$ cat src/hdl/dvg_pkg.sv
// Shared types, register indexes and reset values for the detection validity gate.
`default_nettype none

package dvg_pkg;

    // Tracking mode reported with each result beat
    typedef enum logic [1:0] {
        MODE_IDLING   = 2'd0,
        MODE_TRACKING = 2'd1,
        MODE_STOPPING = 2'd2
    } mode_t;

    // Controller sequence
    typedef enum logic [1:0] {
        ST_IDLE,
        ST_SCAN,
        ST_DRAIN,
        ST_DONE
    } ctrl_state_t;

    // Configuration register indexes
    localparam int CFG_INDEX_W = 3;
    localparam logic [CFG_INDEX_W-1:0] CFG_LOCK_IN_COUNT = 3'd0;
    localparam logic [CFG_INDEX_W-1:0] CFG_MAX_RANGE_MM  = 3'd1;
    localparam logic [CFG_INDEX_W-1:0] CFG_MIN_RANGE_MM  = 3'd2;
    localparam logic [CFG_INDEX_W-1:0] CFG_MAX_SHIFT_MM  = 3'd3;
    localparam logic [CFG_INDEX_W-1:0] CFG_MAX_GAP_MS    = 3'd4;
    localparam logic [CFG_INDEX_W-1:0] CFG_HISTORY_LEN   = 3'd5;
    localparam int CFG_DATA_W = 16;

    // Register values after reset
    localparam logic [7:0]  RST_LOCK_IN_COUNT = 8'd3;
    localparam logic [15:0] RST_MAX_RANGE_MM  = 16'd10000;
    localparam logic [15:0] RST_MIN_RANGE_MM  = 16'd500;
    localparam logic [15:0] RST_MAX_SHIFT_MM  = 16'd500;
    localparam logic [15:0] RST_MAX_GAP_MS    = 16'd100;
    localparam logic [5:0]  RST_HISTORY_LEN   = 6'd20;

    // Result beat: reset_filter, aim_state, lock_level padded to whole bytes
    localparam int OUT_W = 16;

    // Stages from distance unit input to its registered flags
    localparam int DIST_LATENCY = 3;

    // Control riding alongside one distance unit operand
    typedef struct packed {
        logic valid;
        logic is_range;
    } dist_tag_t;

    // Flags returned by the distance unit
    typedef struct packed {
        logic valid;
        logic is_range;
        logic out_of_range;
        logic near;
    } dist_res_t;

endpackage

`default_nettype wire

$ cat src/hdl/dvg_dist.sv
// Shared squared-distance unit: three stages, flags against range and shift limits.
`default_nettype none

module dvg_dist
    import dvg_pkg::*;
#(
    parameter int COORD_BITS = 16
)
(
    input  wire logic                  clk,
    input  wire logic                  rst_n,
    input  wire dist_tag_t             tag_in,
    input  wire logic [COORD_BITS-1:0] qx,
    input  wire logic [COORD_BITS-1:0] qy,
    input  wire logic [COORD_BITS-1:0] qz,
    input  wire logic [COORD_BITS-1:0] ex,
    input  wire logic [COORD_BITS-1:0] ey,
    input  wire logic [COORD_BITS-1:0] ez,
    input  wire logic [15:0]           min_range,
    input  wire logic [15:0]           max_range,
    input  wire logic [15:0]           max_shift,
    output dist_res_t                  res
);

    localparam int C     = COORD_BITS;
    localparam int SQ_W  = 2 * C;
    localparam int SUM_W = 2 * C + 2;
    localparam int CMP_W = (SUM_W > 32) ? SUM_W : 32;

    logic [2:0][C-1:0] q_vec;
    logic [2:0][C-1:0] e_vec;
    logic [2:0][C-1:0] mag_next;
    logic [2:0][C-1:0] mag_reg;
    logic [2:0][SQ_W-1:0] sq_next;
    logic [2:0][SQ_W-1:0] sq_reg;
    logic [SUM_W-1:0] sum_next;
    logic [CMP_W-1:0] sum_cmp;
    logic [31:0] lo_sq_reg;
    logic [31:0] hi_sq_reg;
    logic [31:0] lim_sq_reg;
    dist_tag_t tag_a_reg;
    dist_tag_t tag_b_reg;
    dist_res_t res_next;
    dist_res_t res_reg;

    assign q_vec = {qz, qy, qx};
    assign e_vec = {ez, ey, ex};

    // Square the limits; the user moves configuration only while idle; not enforced
    always_ff @(posedge clk)
    begin
        lo_sq_reg  <= min_range * min_range;
        hi_sq_reg  <= max_range * max_range;
        lim_sq_reg <= max_shift * max_shift;
    end

    // Stage A: per-axis difference and magnitude
    always_comb
    begin
        logic [C:0] diff;
        logic [C:0] neg;
        for (int a = 0; a < 3; a++)
        begin
            diff = {q_vec[a][C-1], q_vec[a]} - {e_vec[a][C-1], e_vec[a]};
            neg  = (~diff) + 1'b1;
            mag_next[a] = diff[C] ? neg[C-1:0] : diff[C-1:0];
        end
    end

    // Stage B: per-axis square
    always_comb
    begin
        for (int a = 0; a < 3; a++)
        begin
            sq_next[a] = mag_reg[a] * mag_reg[a];
        end
    end

    // Stage C: sum and compare against the limits
    always_comb
    begin
        sum_next = SUM_W'(sq_reg[0]) + SUM_W'(sq_reg[1]) + SUM_W'(sq_reg[2]);
        sum_cmp  = CMP_W'(sum_next);
        res_next.valid        = tag_b_reg.valid;
        res_next.is_range     = tag_b_reg.is_range;
        res_next.out_of_range = (sum_cmp > CMP_W'(hi_sq_reg)) ||
                                (sum_cmp < CMP_W'(lo_sq_reg));
        res_next.near         = sum_cmp < CMP_W'(lim_sq_reg);
    end

    // Hold the operands of each stage
    always_ff @(posedge clk)
    begin
        mag_reg <= mag_next;
        sq_reg  <= sq_next;
    end

    // Advance the tags with their operands
    always_ff @(posedge clk or negedge rst_n)
    begin
        if (!rst_n)
        begin
            tag_a_reg <= '0;
            tag_b_reg <= '0;
            res_reg   <= '0;
        end
        else
        begin
            tag_a_reg <= tag_in;
            tag_b_reg <= tag_a_reg;
            res_reg   <= res_next;
        end
    end

    assign res = res_reg;

endmodule

`default_nettype wire

$ cat config.mk
export PLATFORM = sky130hd
export DESIGN_NAME = dvg_dist
export DESIGN_NICKNAME = d
export VERILOG_FILES = /design/src/hdl/dvg_pkg.sv /design/src/hdl/dvg_dist.sv
export SDC_FILE = /design/constraint.sdc
export NUM_CORES = 2
export LEC_CHECK = 0
export BUFFER_PORTS_ARGS = -buffer_cell sky130_fd_sc_hd__buf_2
export CAP_MARGIN = 30
export CELL_PAD_IN_SITES_DETAIL_PLACEMENT = 1
export CELL_PAD_IN_SITES_GLOBAL_PLACEMENT = 2
export CORE_MARGIN = 5
export CORE_UTILIZATION = 42
export DETAILED_ROUTE_END_ITERATION = 8
export GPL_ROUTABILITY_DRIVEN = 0
export PLACE_DENSITY_LB_ADDON = 0.1
export SLEW_MARGIN = 20
export SYNTH_ARGS = -nofsm -noshare
export SYNTH_HDL_FRONTEND = slang
export SYNTH_SLANG_ARGS = --single-unit
$ cat constraint.sdc
create_clock -name clk -period 7.4 [get_ports clk]
set_clock_uncertainty 0.15 [all_clocks]
set_input_delay 0.37 -clock clk [delete_from_list [all_inputs] [get_ports clk]]
set_output_delay 0.37 -clock clk [all_outputs]
set_load 0.03 [all_outputs]
==> flow_summary.json <==
{
  "status": "finished clean",
  "drv_slew": 0,
  "grt_use_total_pct": 21.5,
  "critPathKind": "flop to flop",
  "vias_per_cell": 5.01,
  "routedWlPerCell_um": 17.7,
  "grt_max_degree": 21,
  "clkSlewWorstSetupHoldPaths_ns": 0.06,
  "relSlewSlack_pct": 31.0,
  "synthToLayoutAreaGrowth_pct": 7.49,
  "grt_overflow": 0,
  "ys_seq_area_share_pct": 8.67,
  "drt_pass1_iterations": 4,
  "initial_core_util_pct": 42.2,
  "clockBufferDepth": 3,
  "insertion_delay_ns": 0.60,
  "cts_buffers": 35,
  "fmax_mhz": 145,
  "pin_count": 152,
  "synth_edf_count": 0,
  "cts.sink_count": 242,
  "layout.nets": 8412,
  "cts_setup_buffers": 0,
  "tightest_slew_ns": 1.03,
  "drv_cap": 0,
  "die_x_um": 376,
  "r2r_cells": 23,
  "synth_area_um2": 56400,
  "whs_path_depth": 4,
  "crit_required_ns": 7.75,
  "avgSynthCellArea_um2": 8.88,
  "min_period_ns": 6.88,
  "hp-class": "primary input to flop",
  "hpwl_um": 125000,
  "antenna_left": 0,
  "async_flop_share_pct": 3.31,
  "crit_path_end_kind": "flop",
  "grt_pass1_wl_um": 246000,
  "setup_viol": 0,
  "drt-initial-drc-count": 1471,
  "fp.dieH_um": 376,
  "rsz0062_at_grt": "no",
  "synthCells": 6344,
  "reg2reg_setup_slack_ns": 0.52,
  "remaining_drc_errors": 0,
  "min_period_over_period_pct": 93.0,
  "yosys_most_used_dff": "dfxtp_1",
  "htree_levels": 2,
  "startpoint_type": "flop",
  "dp.cells": 8195,
  "largest_register_ffs": 93,
  "yosysUniqueCellTypes": 85,
  "critPathMaxFanout": 18,
  "antenna_found_initial": 2,
  "final.fill_count": 15800,
  "ys_ff_latch": 242,
  "die_area_um2": 142000,
  "cts-root-buf": "clkbuf_16",
  "fin_tns_setup_ns": 0,
  "portBuffers": 151,
  "fin_cells": 8270,
  "wl_um": 146000,
  "cts_tree": "built",
  "yosysWarningCount": 0,
  "row_count": 134,
  "num_vias": 41400,
  "finalHoldViolations": 0,
  "coreArea_um2": 133000,
  "worstPathArrival_ns": 7.23,
  "grt_pass1_vias": 46700,
  "drive_above_1_share_pct": 5.34
}
==> cell usage after synthesis (all sizes together) (11+ instances only) <==
library cell  instances  area [um2]
and3                 42         263
nor3                 62         310
or3                  16         105
nor2                254         953
fa                 1006       20100
a21o                105         788
a31o                 20         175
nand2b               35         219
nor2b                48         300
ha                  782        9780
o21bai               41         308
or2                  27         169
dfxtp               234        4680
a31oi                22         138
xnor2               205        1800
clkbuf              129         484
a21oi               214        1070
a2111oi              13         145
and4                 11        96.3
o31ai                13        97.6
inv                1693        6350
xor2                 86         753
a211oi               55         413
o21a                 26         195
and2                262        1640
o211ai               25         188
nand2               534        2000
o21ai               135         676
nand4                26         163
nand3                45         225
==> cell type report <==
type,count,area [um2],share of cell area [%]
clock inverter,20,224,0.370
clock buffer,41,920,1.52
sequential,242,4890,8.06
timing repair buffer,225,1330,2.20
tap,1768,2210,3.65
antenna,2,5.00,0.00826
inverter,1693,6350,10.5
multi-input combinational,4279,44700,73.7
==> final timing paths <==
| kind | from | to |
|---|---|---|
| max | mag_reg[36] | sq_reg[95] |
| min in group asynchronous | rst_n | res_next[3] |
| min reg2reg | tag_a_reg[1] | res_next[3] |
| max reg2reg | mag_reg[36] | sq_reg[95] |
| max in group asynchronous | rst_n | res[1] |
| min | qy[0] | mag_reg[16] |
==> placed cells by master, fill, tap and decap left out, types with 59 or more instances in the layout <==
master	instances
inv_1	1693
fa_1	1006
ha_1	782
nand2_1	534
and2_1	261
nor2_1	254
dfxtp_1	233
a21oi_1	213
xnor2_1	203
buf_2	155
o21ai_0	133
a21o_1	105
xor2_1	86
nor3_1	62
buf_4	59
==> layer usage <==
layer / track usage [%] / part of all wire, % / up-vias
met1: 30.0 / 48 / 21100
met4: 2.88 / 1.2 / 0
li1: - / - / 19900
met5: 0 / 0 / -
met3: 1.72 / 2.3 / 80
met2: 37.4 / 49 / 363
==> repair_timing <==
action                                 CTS  global route
resized for setup                        0             1
endpoints found under the hold margin   16             0
setup endpoints to repair                0             2
hold buffers                            10             0
==> through the flow <==
step	util, %	instance area (um2)	worst slack [ns]	hold slack (ns)
after floorplan	-	56400	0.850	-0.0756
after global placement	44.4	59200	0.371	0.0629
after detailed placement	44.4	59300	0.306	0.0704
after CTS	45.4	60600	0.281	0.0135
after global routing	45.4	60600	0.0997	0.0670
final	45.4	60600	0.517	0.0650
==> worst max-delay path: stages, from the launching register on <==
cell      delay, ns
dfxtp_1        0.91
nand2_1        0.24
inv_1          0.13
fa_1           0.42
inv_1          0.08
fa_1           0.41
inv_1          0.09
fa_1           0.45
fa_1           0.48
fa_1           0.51
inv_1          0.05
fa_1           0.47
inv_1          0.04
ha_1           0.36
a21oi_1        0.16
nand2_1        0.07
a221oi_1       0.42
o211ai_1       0.25
o41ai_1        0.32
buf_4          0.19
o311a_1        0.19
o21bai_1       0.08
a21oi_1        0.18
xnor2_1        0.16
==> cell families (layout without fill, tap and decap cells) <==
family	count (synthesis)	in the layout	share of synthesized area, %
AND/OR/NAND/NOR	1398	1398	12.0
flip-flops	242	242	8.67
XOR/XNOR	291	291	4.52
AO/OA/AOI/OAI	782	782	9.25
other	1	4	0.00665
buffers and inverters	1824	1979	12.1
multiplexers	18	18	0.340
adder cells (fa/ha/maj)	1788	1788	53.1
Power is not shown: default switching activity piles up to over one toggle a cycle in this logic, so the estimate is an artifact.
