===== config.mk =====
export PLATFORM = sky130hd
export DESIGN_NAME = dvg_cell
export DESIGN_NICKNAME = d
export VERILOG_FILES = /design/src/hdl/dvg_pkg.sv /design/src/hdl/dvg_cell.sv
export SDC_FILE = /design/constraint.sdc
export NUM_CORES = 1
export LEC_CHECK = 0
export BUFFER_PORTS_ARGS = -buffer_cell sky130_fd_sc_hd__buf_2
export CAP_MARGIN = 20
export CORE_MARGIN = 10
export CORE_UTILIZATION = 40
export DETAILED_ROUTE_END_ITERATION = 7
export PLACE_DENSITY = 0.77
export SETUP_SLACK_MARGIN = 0.1
export SKIP_CTS_REPAIR_TIMING = 1
export SLEW_MARGIN = 30
export SYNTH_ARGS = -nofsm -noshare
export SYNTH_HDL_FRONTEND = slang
export SYNTH_SLANG_ARGS = --single-unit

===== constraint.sdc =====
create_clock -name clk -period 0.9 [get_ports clk]
set_input_delay 0.135 -clock clk [delete_from_list [all_inputs] [get_ports clk]]
set_output_delay 0.135 -clock clk [all_outputs]
set_load 0.01 [all_outputs]

===== src/hdl/dvg_pkg.sv =====
// Shared types, register indexes and reset values for the detection validity gate.
`default_nettype none

package dvg_pkg;

    // Tracking mode reported with each result beat
    typedef enum logic [1:0] {
        MODE_IDLING   = 2'd0,
        MODE_TRACKING = 2'd1,
        MODE_STOPPING = 2'd2
    } mode_t;

    // Controller sequence
    typedef enum logic [1:0] {
        ST_IDLE,
        ST_SCAN,
        ST_DRAIN,
        ST_DONE
    } ctrl_state_t;

    // Configuration register indexes
    localparam int CFG_INDEX_W = 3;
    localparam logic [CFG_INDEX_W-1:0] CFG_LOCK_IN_COUNT = 3'd0;
    localparam logic [CFG_INDEX_W-1:0] CFG_MAX_RANGE_MM  = 3'd1;
    localparam logic [CFG_INDEX_W-1:0] CFG_MIN_RANGE_MM  = 3'd2;
    localparam logic [CFG_INDEX_W-1:0] CFG_MAX_SHIFT_MM  = 3'd3;
    localparam logic [CFG_INDEX_W-1:0] CFG_MAX_GAP_MS    = 3'd4;
    localparam logic [CFG_INDEX_W-1:0] CFG_HISTORY_LEN   = 3'd5;
    localparam int CFG_DATA_W = 16;

    // Register values after reset
    localparam logic [7:0]  RST_LOCK_IN_COUNT = 8'd3;
    localparam logic [15:0] RST_MAX_RANGE_MM  = 16'd10000;
    localparam logic [15:0] RST_MIN_RANGE_MM  = 16'd500;
    localparam logic [15:0] RST_MAX_SHIFT_MM  = 16'd500;
    localparam logic [15:0] RST_MAX_GAP_MS    = 16'd100;
    localparam logic [5:0]  RST_HISTORY_LEN   = 6'd20;

    // Result beat: reset_filter, aim_state, lock_level padded to whole bytes
    localparam int OUT_W = 16;

    // Stages from distance unit input to its registered flags
    localparam int DIST_LATENCY = 3;

    // Control riding alongside one distance unit operand
    typedef struct packed {
        logic valid;
        logic is_range;
    } dist_tag_t;

    // Flags returned by the distance unit
    typedef struct packed {
        logic valid;
        logic is_range;
        logic out_of_range;
        logic near;
    } dist_res_t;

endpackage

`default_nettype wire


===== src/hdl/dvg_cell.sv =====
// One history cell: holds a position, passes it to its neighbour while rotating.
`default_nettype none

module dvg_cell
    import dvg_pkg::*;
#(
    parameter int DATA_W = 48
)
(
    input  wire logic              clk,
    input  wire logic              rst_n,
    input  wire logic              shift_en,
    input  wire logic              load_en,
    input  wire logic [DATA_W-1:0] shift_in,
    input  wire logic [DATA_W-1:0] load_data,
    output logic      [DATA_W-1:0] data
);

    logic [DATA_W-1:0] data_reg;
    logic [DATA_W-1:0] data_next;

    // Take the neighbour's entry while rotating, the new detection on load
    always_comb
    begin
        data_next = data_reg;
        if (load_en)
        begin
            data_next = load_data;
        end
        else if (shift_en)
        begin
            data_next = shift_in;
        end
    end

    always_ff @(posedge clk or negedge rst_n)
    begin
        if (!rst_n)
        begin
            data_reg <= '0;
        end
        else
        begin
            data_reg <= data_next;
        end
    end

    assign data = data_reg;

endmodule

`default_nettype wire


==> flow_summary.toml, run 1 <==
[route]
wl_per_cell_um = 15.8
drt-total-wl_um = 7050
firstDrtPassIters = 4
vias_per_cell = 4.68
detail_route.iter0.violations = 67
dr_total_vias = 2090
postRouteAntennaNets = 0
route.detailed.drc = 0

[setup_path]
cp-start-kind = "flop"
path_delay_family = "flip-flops"
r2r_start = "data[14]"
cp_slowest_cell = "dfrtp_1"
cp.arrival_ns = 0.84
cp.depth = 1
cp_data_required_time_ns = 0.76
r2r_slack_ns = 0.05
slowest_delay_ns = 0.40
r2r_end = "data[14]"
path_class = "reg -> out"
reg2reg_depth = 3
cp-end-kind = "output pin"
cp_num_buf_inv = 1
path_cells = "buf_2"
worst-path-max-fanout = 2

[power_and_ir_drop]
cellPowerDensity_nw_per_um2 = 1480
p_total_w = 0.00501
p_leak_nw = 1.85
irDropWorstVdd_mv = 0.682

[die]
num_io_pins = 148
die_h_um = 94.8
dieArea_um2 = 8990
core-area_um2 = 5470
die_w_um = 94.8
start_util_pct = 40.9
num_rows = 27

[worst_hold_path]
whs_path_depth = 3
min_from = "load_data[20]"
holdPathEnd = "data[20]"
hp-class = "in -> reg"

[grt]
grt_pass1_wl_um = 10100
first_global_vias = 2038
grt_start_max_net_pins = 49
antenna_found_initial = 0
grt-ovfl-total = 0
track_usage_pct = 14.1

[finish]
final_util_pct = 61.7
final_common_cell = "buf_2"
layout_common_cells = "buf_2, mux2i_1, nand2_1, dfrtp_1, o21ai_1"
stdcell_count = 447
diodes = 0
largest_register_ffs = 48
fin_nets = 474
syn2layout_area_growth_pct = 50.7
drive_gt1_share_pct = 48.0
design_area_um2 = 3370

[run]
drv_cap = 0

[clock_network]
cts_buffer_depth = 2
cts_buffers = 5
cts.htree.levels = 2
cts_tree = "yes"
cts_root_buffer = "clkbuf_8"
clk_pin_slew_ns = 0.09
clk_latency_ns = 0.29
cts_sinks = 48

[yosys]
synth_cells = 208
ys_ff_latch = 48
synth_area_um2 = 2240
ys_warn_count = 0
syn_nets = 308
synth_seq_area_share_pct = 53.6
syn_area_per_cell_um2 = 10.8
ys_types = 9

[sta]
fin_ws_ns = -0.0755
timing.fmax_ghz = 1.03
setup_violations = 48
fin_skew_ns = 0
relSlewSlack_pct = 82.4
tightestPinTransition_ns = 0.264
hold_violations = 0
finalCritPeriodShare_pct = 108
tns_ns = -2.57
period_minus_slack_ns = 0.976
grt_setup_unrepaired = "true"
drv_slew = 0

[placement]
io_buffers = 147
gp_congestion = 0.767
dpl.hpwl_um = 5230
placed_area_um2 = 3040
dpl.cell_count = 417

[outcome]
violations = "setup timing"
status = "finished with violations"
-- worst max path at each step --
stage,from,end,slack (ns)
after global placement,shift_en,data[45],-0.03
after global routing,data[32],data[32],-0.11
after CTS,data[22],data[22],-0.08
after floorplan,shift_en,data[33],0.05
final,data[32],data[32],-0.08
after detailed placement,shift_en,data[24],-0.07
-- stage by stage --
stage	hold WS [ns]	setup slack [ns]
after floorplan	-0.161	0.0514
after global placement	0.139	-0.0252
after detailed placement	0.150	-0.0654
after CTS	-0.173	-0.0836
after global routing	0.0395	-0.115
final	0.0430	-0.0755
-- power breakdown --
group	switching (W)	internal [W]
clock	0.000674	0.000628
sequential	0.000114	0.00235
combinational	0.000562	0.000680
-- routing by layer --
layer	global-route usage (%)	vias to the layer above	share of wire (%)
li1	-	1045	-
met1	15.3	952	38
met2	24.8	80	52
met3	4.12	13	7.0
met4	6.36	0	2.6
met5	0	-	0
-- logic make-up after synthesis --
group / after synthesis / share of synthesized area [%]
AO/OA/AOI/OAI: 48 / 10.7
AND/OR/NAND/NOR: 48 / 8.04
multiplexers: 48 / 21.5
buffers and inverters: 16 / 6.15
flip-flops: 48 / 53.6
-- synthesized netlist by cell type --
| master | n | area, µm² |
|---|---|---|
| buf_12 | 3 | 60.1 |
| buf_6 | 3 | 33.8 |
| o21ai_1 | 20 | 100 |
| clkbuf_1 | 5 | 18.8 |
| mux2i_1 | 48 | 480 |
| buf_2 | 5 | 25.0 |
| dfrtp_1 | 48 | 1200 |
| nand2_1 | 48 | 180 |
| o21ai_0 | 28 | 140 |
-- area by class of cell --
class,instances,area (µm²)
well taps,72,90.1
fillers,471,2100
clock buffers,8,90.1
multi-input cells,144,901
repair buffers,175,1090
flip-flops and latches,48,1200
(Power assumes the default switching activity.)
==> run 2: changes to the inputs <==
MAX_ROUTING_LAYER = met4   (was unset)
==> flow_summary.toml, run 2 (synthesis results as in run 1) <==
[clock_network]
cts_sinks = 48
cts_buffers = 5
cts_tree = "yes"
cts_root_buffer = "clkbuf_8"
clk_latency_ns = 0.29
cts_buffer_depth = 2
clk_pin_slew_ns = 0.08
cts.htree.levels = 2

[grt]
antenna_found_initial = 0
grt_pass1_wl_um = 10000
track_usage_pct = 14.5
first_global_vias = 2042
grt-ovfl-total = 0
grt_start_max_net_pins = 49

[setup_path]
cp.arrival_ns = 0.84
worst-path-max-fanout = 2
r2r_end = "data[14]"
cp_data_required_time_ns = 0.76
path_cells = "buf_2"
cp-end-kind = "output pin"
r2r_start = "data[14]"
cp_slowest_cell = "dfrtp_1"
path_class = "reg -> out"
cp_num_buf_inv = 1
path_delay_family = "flip-flops"
r2r_slack_ns = 0.05
cp-start-kind = "flop"
reg2reg_depth = 3
slowest_delay_ns = 0.40

[die]
die_h_um = 94.8
dieArea_um2 = 8990
start_util_pct = 40.9
num_io_pins = 148
core-area_um2 = 5470
die_w_um = 94.8
num_rows = 27

[route]
dr_total_vias = 2076
detail_route.iter0.violations = 63
firstDrtPassIters = 4
route.detailed.drc = 0
drt-total-wl_um = 7060
postRouteAntennaNets = 0
vias_per_cell = 4.64
wl_per_cell_um = 15.8

[placement]
io_buffers = 147
gp_congestion = 0.778
dpl.hpwl_um = 5230

[sta]
fin_skew_ns = 0
tns_ns = -2.46
fin_ws_ns = -0.0716
grt_setup_unrepaired = "true"
drv_slew = 0
period_minus_slack_ns = 0.972
tightestPinTransition_ns = 0.261
hold_violations = 0
finalCritPeriodShare_pct = 108
relSlewSlack_pct = 82.6
setup_violations = 48
timing.fmax_ghz = 1.03

[worst_hold_path]
min_from = "load_data[20]"
whs_path_depth = 3
holdPathEnd = "data[20]"
hp-class = "in -> reg"

[finish]
drive_gt1_share_pct = 48.0
syn2layout_area_growth_pct = 50.7
fin_nets = 474
diodes = 0
final_common_cell = "buf_2"
largest_register_ffs = 48
layout_common_cells = "buf_2, mux2i_1, nand2_1, dfrtp_1, o21ai_1"

[power_and_ir_drop]
irDropWorstVdd_mv = 0.681
p_total_w = 0.00500
cellPowerDensity_nw_per_um2 = 1480
p_leak_nw = 1.85

[outcome]
violations = "setup timing"
status = "finished with violations"

[run]
drv_cap = 0
run 2: cell counts in the layout (fill, tap and decap cells not counted):
No cell type changed its count.
run 2: area by class of cell:
class	count	area, µm²
timing repair buffer	175	1090
sequential	48	1200
clock buffer	8	90.1
multi-input combinational	144	901
fill	471	2100
tap	72	90.1
run 2: how the worst max path moves through the flow:
stage,from,end,slack (ns),depth (start not counted)
after floorplan,shift_en,data[33],0.05,5
after global placement,shift_en,data[45],-0.03,4
after detailed placement,shift_en,data[24],-0.07,4
after CTS,data[22],data[22],-0.08,1
after global routing,data[32],data[32],-0.12,1
final,data[32],data[32],-0.07,1
run 2: where the power goes:
part / total [W] / switching, W / internal [W]
Clock: 0.00129 / 0.000663 / 0.000627
Sequential: 0.00247 / 0.000114 / 0.00235
Combinational: 0.00124 / 0.000563 / 0.000680
run 2: stage by stage:
| step | hold slack (ns) | instance area [µm²] | utilization [%] | worst slack [ns] | std cells |
|---|---|---|---|---|---|
| final | 0.0427 | 3370 | 61.7 | -0.0716 | 447 |
| after global routing | 0.0395 | 3370 | 61.7 | -0.116 | 447 |
| after CTS | -0.173 | 3130 | 57.1 | -0.0836 | 425 |
| after detailed placement | 0.150 | 3040 | 55.5 | -0.0654 | 417 |
| after global placement | 0.139 | 3040 | 55.5 | -0.0252 | 417 |
| after floorplan | -0.161 | 2240 | - | 0.0514 | 208 |
run 2: routing by layer:
layer  vias to the layer above  wire length (µm)  global-route usage (%)
li1                       1045                 -                       -
met1                       938              2780                    15.7
met2                        81              3670                    24.8
met3                        12               456                    3.49
met4                         0               156                    6.36
met5                         -                 0                       -
==> run 3: changes to the inputs <==
CELL_PAD_IN_SITES_DETAIL_PLACEMENT = 0   (was unset)
CELL_PAD_IN_SITES_GLOBAL_PLACEMENT = 2   (was unset)
CORE_UTILIZATION = 23   (was 40)
PLACE_DENSITY = unset   (was 0.77)
PLACE_DENSITY_LB_ADDON = 0.1   (was unset)
==> flow_summary.toml, run 3 (synthesis results as in run 1) <==
[sta]
finalCritPeriodShare_pct = 108
relSlewSlack_pct = 81.5
hold_violations = 0
timing.fmax_ghz = 1.03
drv_slew = 0
period_minus_slack_ns = 0.972
setup_violations = 48
fin_ws_ns = -0.0722
grt_setup_unrepaired = "true"
tns_ns = -2.64
fin_skew_ns = 0
tightestPinTransition_ns = 0.278

[route]
postRouteAntennaNets = 0
vias_per_cell = 4.09
drt-total-wl_um = 7810
route.detailed.drc = 0
wl_per_cell_um = 15.8
dr_total_vias = 2022
firstDrtPassIters = 4
detail_route.iter0.violations = 95

[power_and_ir_drop]
irDropWorstVdd_mv = 0.523
p_total_w = 0.00512
p_leak_nw = 1.83
cellPowerDensity_nw_per_um2 = 1490

[clock_network]
clk_pin_slew_ns = 0.09
cts_buffer_depth = 2
cts.htree.levels = 2
cts_root_buffer = "clkbuf_8"
clk_latency_ns = 0.29
cts_sinks = 48
cts_buffers = 5
cts_tree = "yes"

[run]
drv_cap = 0

[die]
num_io_pins = 148
core-area_um2 = 9370
dieArea_um2 = 14100
num_rows = 35
start_util_pct = 23.9
die_h_um = 119
die_w_um = 119

[finish]
diodes = 0
final_common_cell = "buf_2"
fillers = 1027
stdcell_count = 494
final_util_pct = 36.7
syn2layout_area_growth_pct = 53.6
fin_nets = 465
largest_register_ffs = 48
drive_gt1_share_pct = 47.1
layout_common_cells = "buf_2, mux2i_1, nand2_1, dfrtp_1, o21ai_1"
design_area_um2 = 3440

[setup_path]
path_cells = "buf_6"
cp-start-kind = "flop"
slowest_delay_ns = 0.41
r2r_slack_ns = 0.06
cp_slowest_cell = "dfrtp_1"
cp_data_required_time_ns = 0.76
cp-end-kind = "output pin"
cp.arrival_ns = 0.84
cp_num_buf_inv = 1
path_class = "reg -> out"
path_delay_family = "flip-flops"
worst-path-max-fanout = 2

[grt]
first_global_vias = 2158
grt_pass1_wl_um = 12200
antenna_found_initial = 0
grt_start_max_net_pins = 49
grt-ovfl-total = 0
track_usage_pct = 10.9

[placement]
dpl.cell_count = 475
io_buffers = 147
placed_area_um2 = 3130
gp_congestion = 0.694
dpl.hpwl_um = 5910

[outcome]
status = "finished with violations"
violations = "setup timing"

[worst_hold_path]
hp-class = "in -> reg"
run 3: path summary, 6_finish.rpt:
kind / start / end / cells after the start
max in group asynchronous: rst_n / data[20] / 3
min in group asynchronous: rst_n / data[35] / 3
worst max-delay path: data[6] / data[6] / 1
worst max register to register: data[33] / data[33] / 3
worst min register to register: data[39] / data[39] / 2
worst min-delay path: load_data[17] / data[17] / 3
run 3: stage by stage:
step | setup slack [ns] | hold WS (ns)
CTS | -0.100 | -0.172
finish | -0.0722 | 0.0425
floorplan | 0.0514 | -0.161
detailed placement | -0.0452 | 0.150
global route | -0.125 | 0.0305
global placement | -0.0348 | 0.158
run 3: where the power goes:
part           internal [W]  total [W]  leakage (nW)  switching [W]
logic              0.000673    0.00123          1.20       0.000560
clock network      0.000687    0.00142        0.0503       0.000734
registers           0.00235    0.00247         0.579       0.000116
run 3: area by class of cell:
cell class              instances  area [µm²]  share of cell area [%]
flip-flops and latches         48        1200                    34.9
repair buffers                166        1080                    31.4
multi-input cells             144         901                    26.2
well taps                     129         161                    4.69
clock buffers                   7        96.3                    2.80
run 3: per-layer routing:
metal	track usage, %	share of wire [%]	vias up
met5	-	0	-
met4	2.06	0.51	0
met3	4.05	8.6	4
met2	16.1	45	86
met1	14.1	46	907
li1	-	-	1025
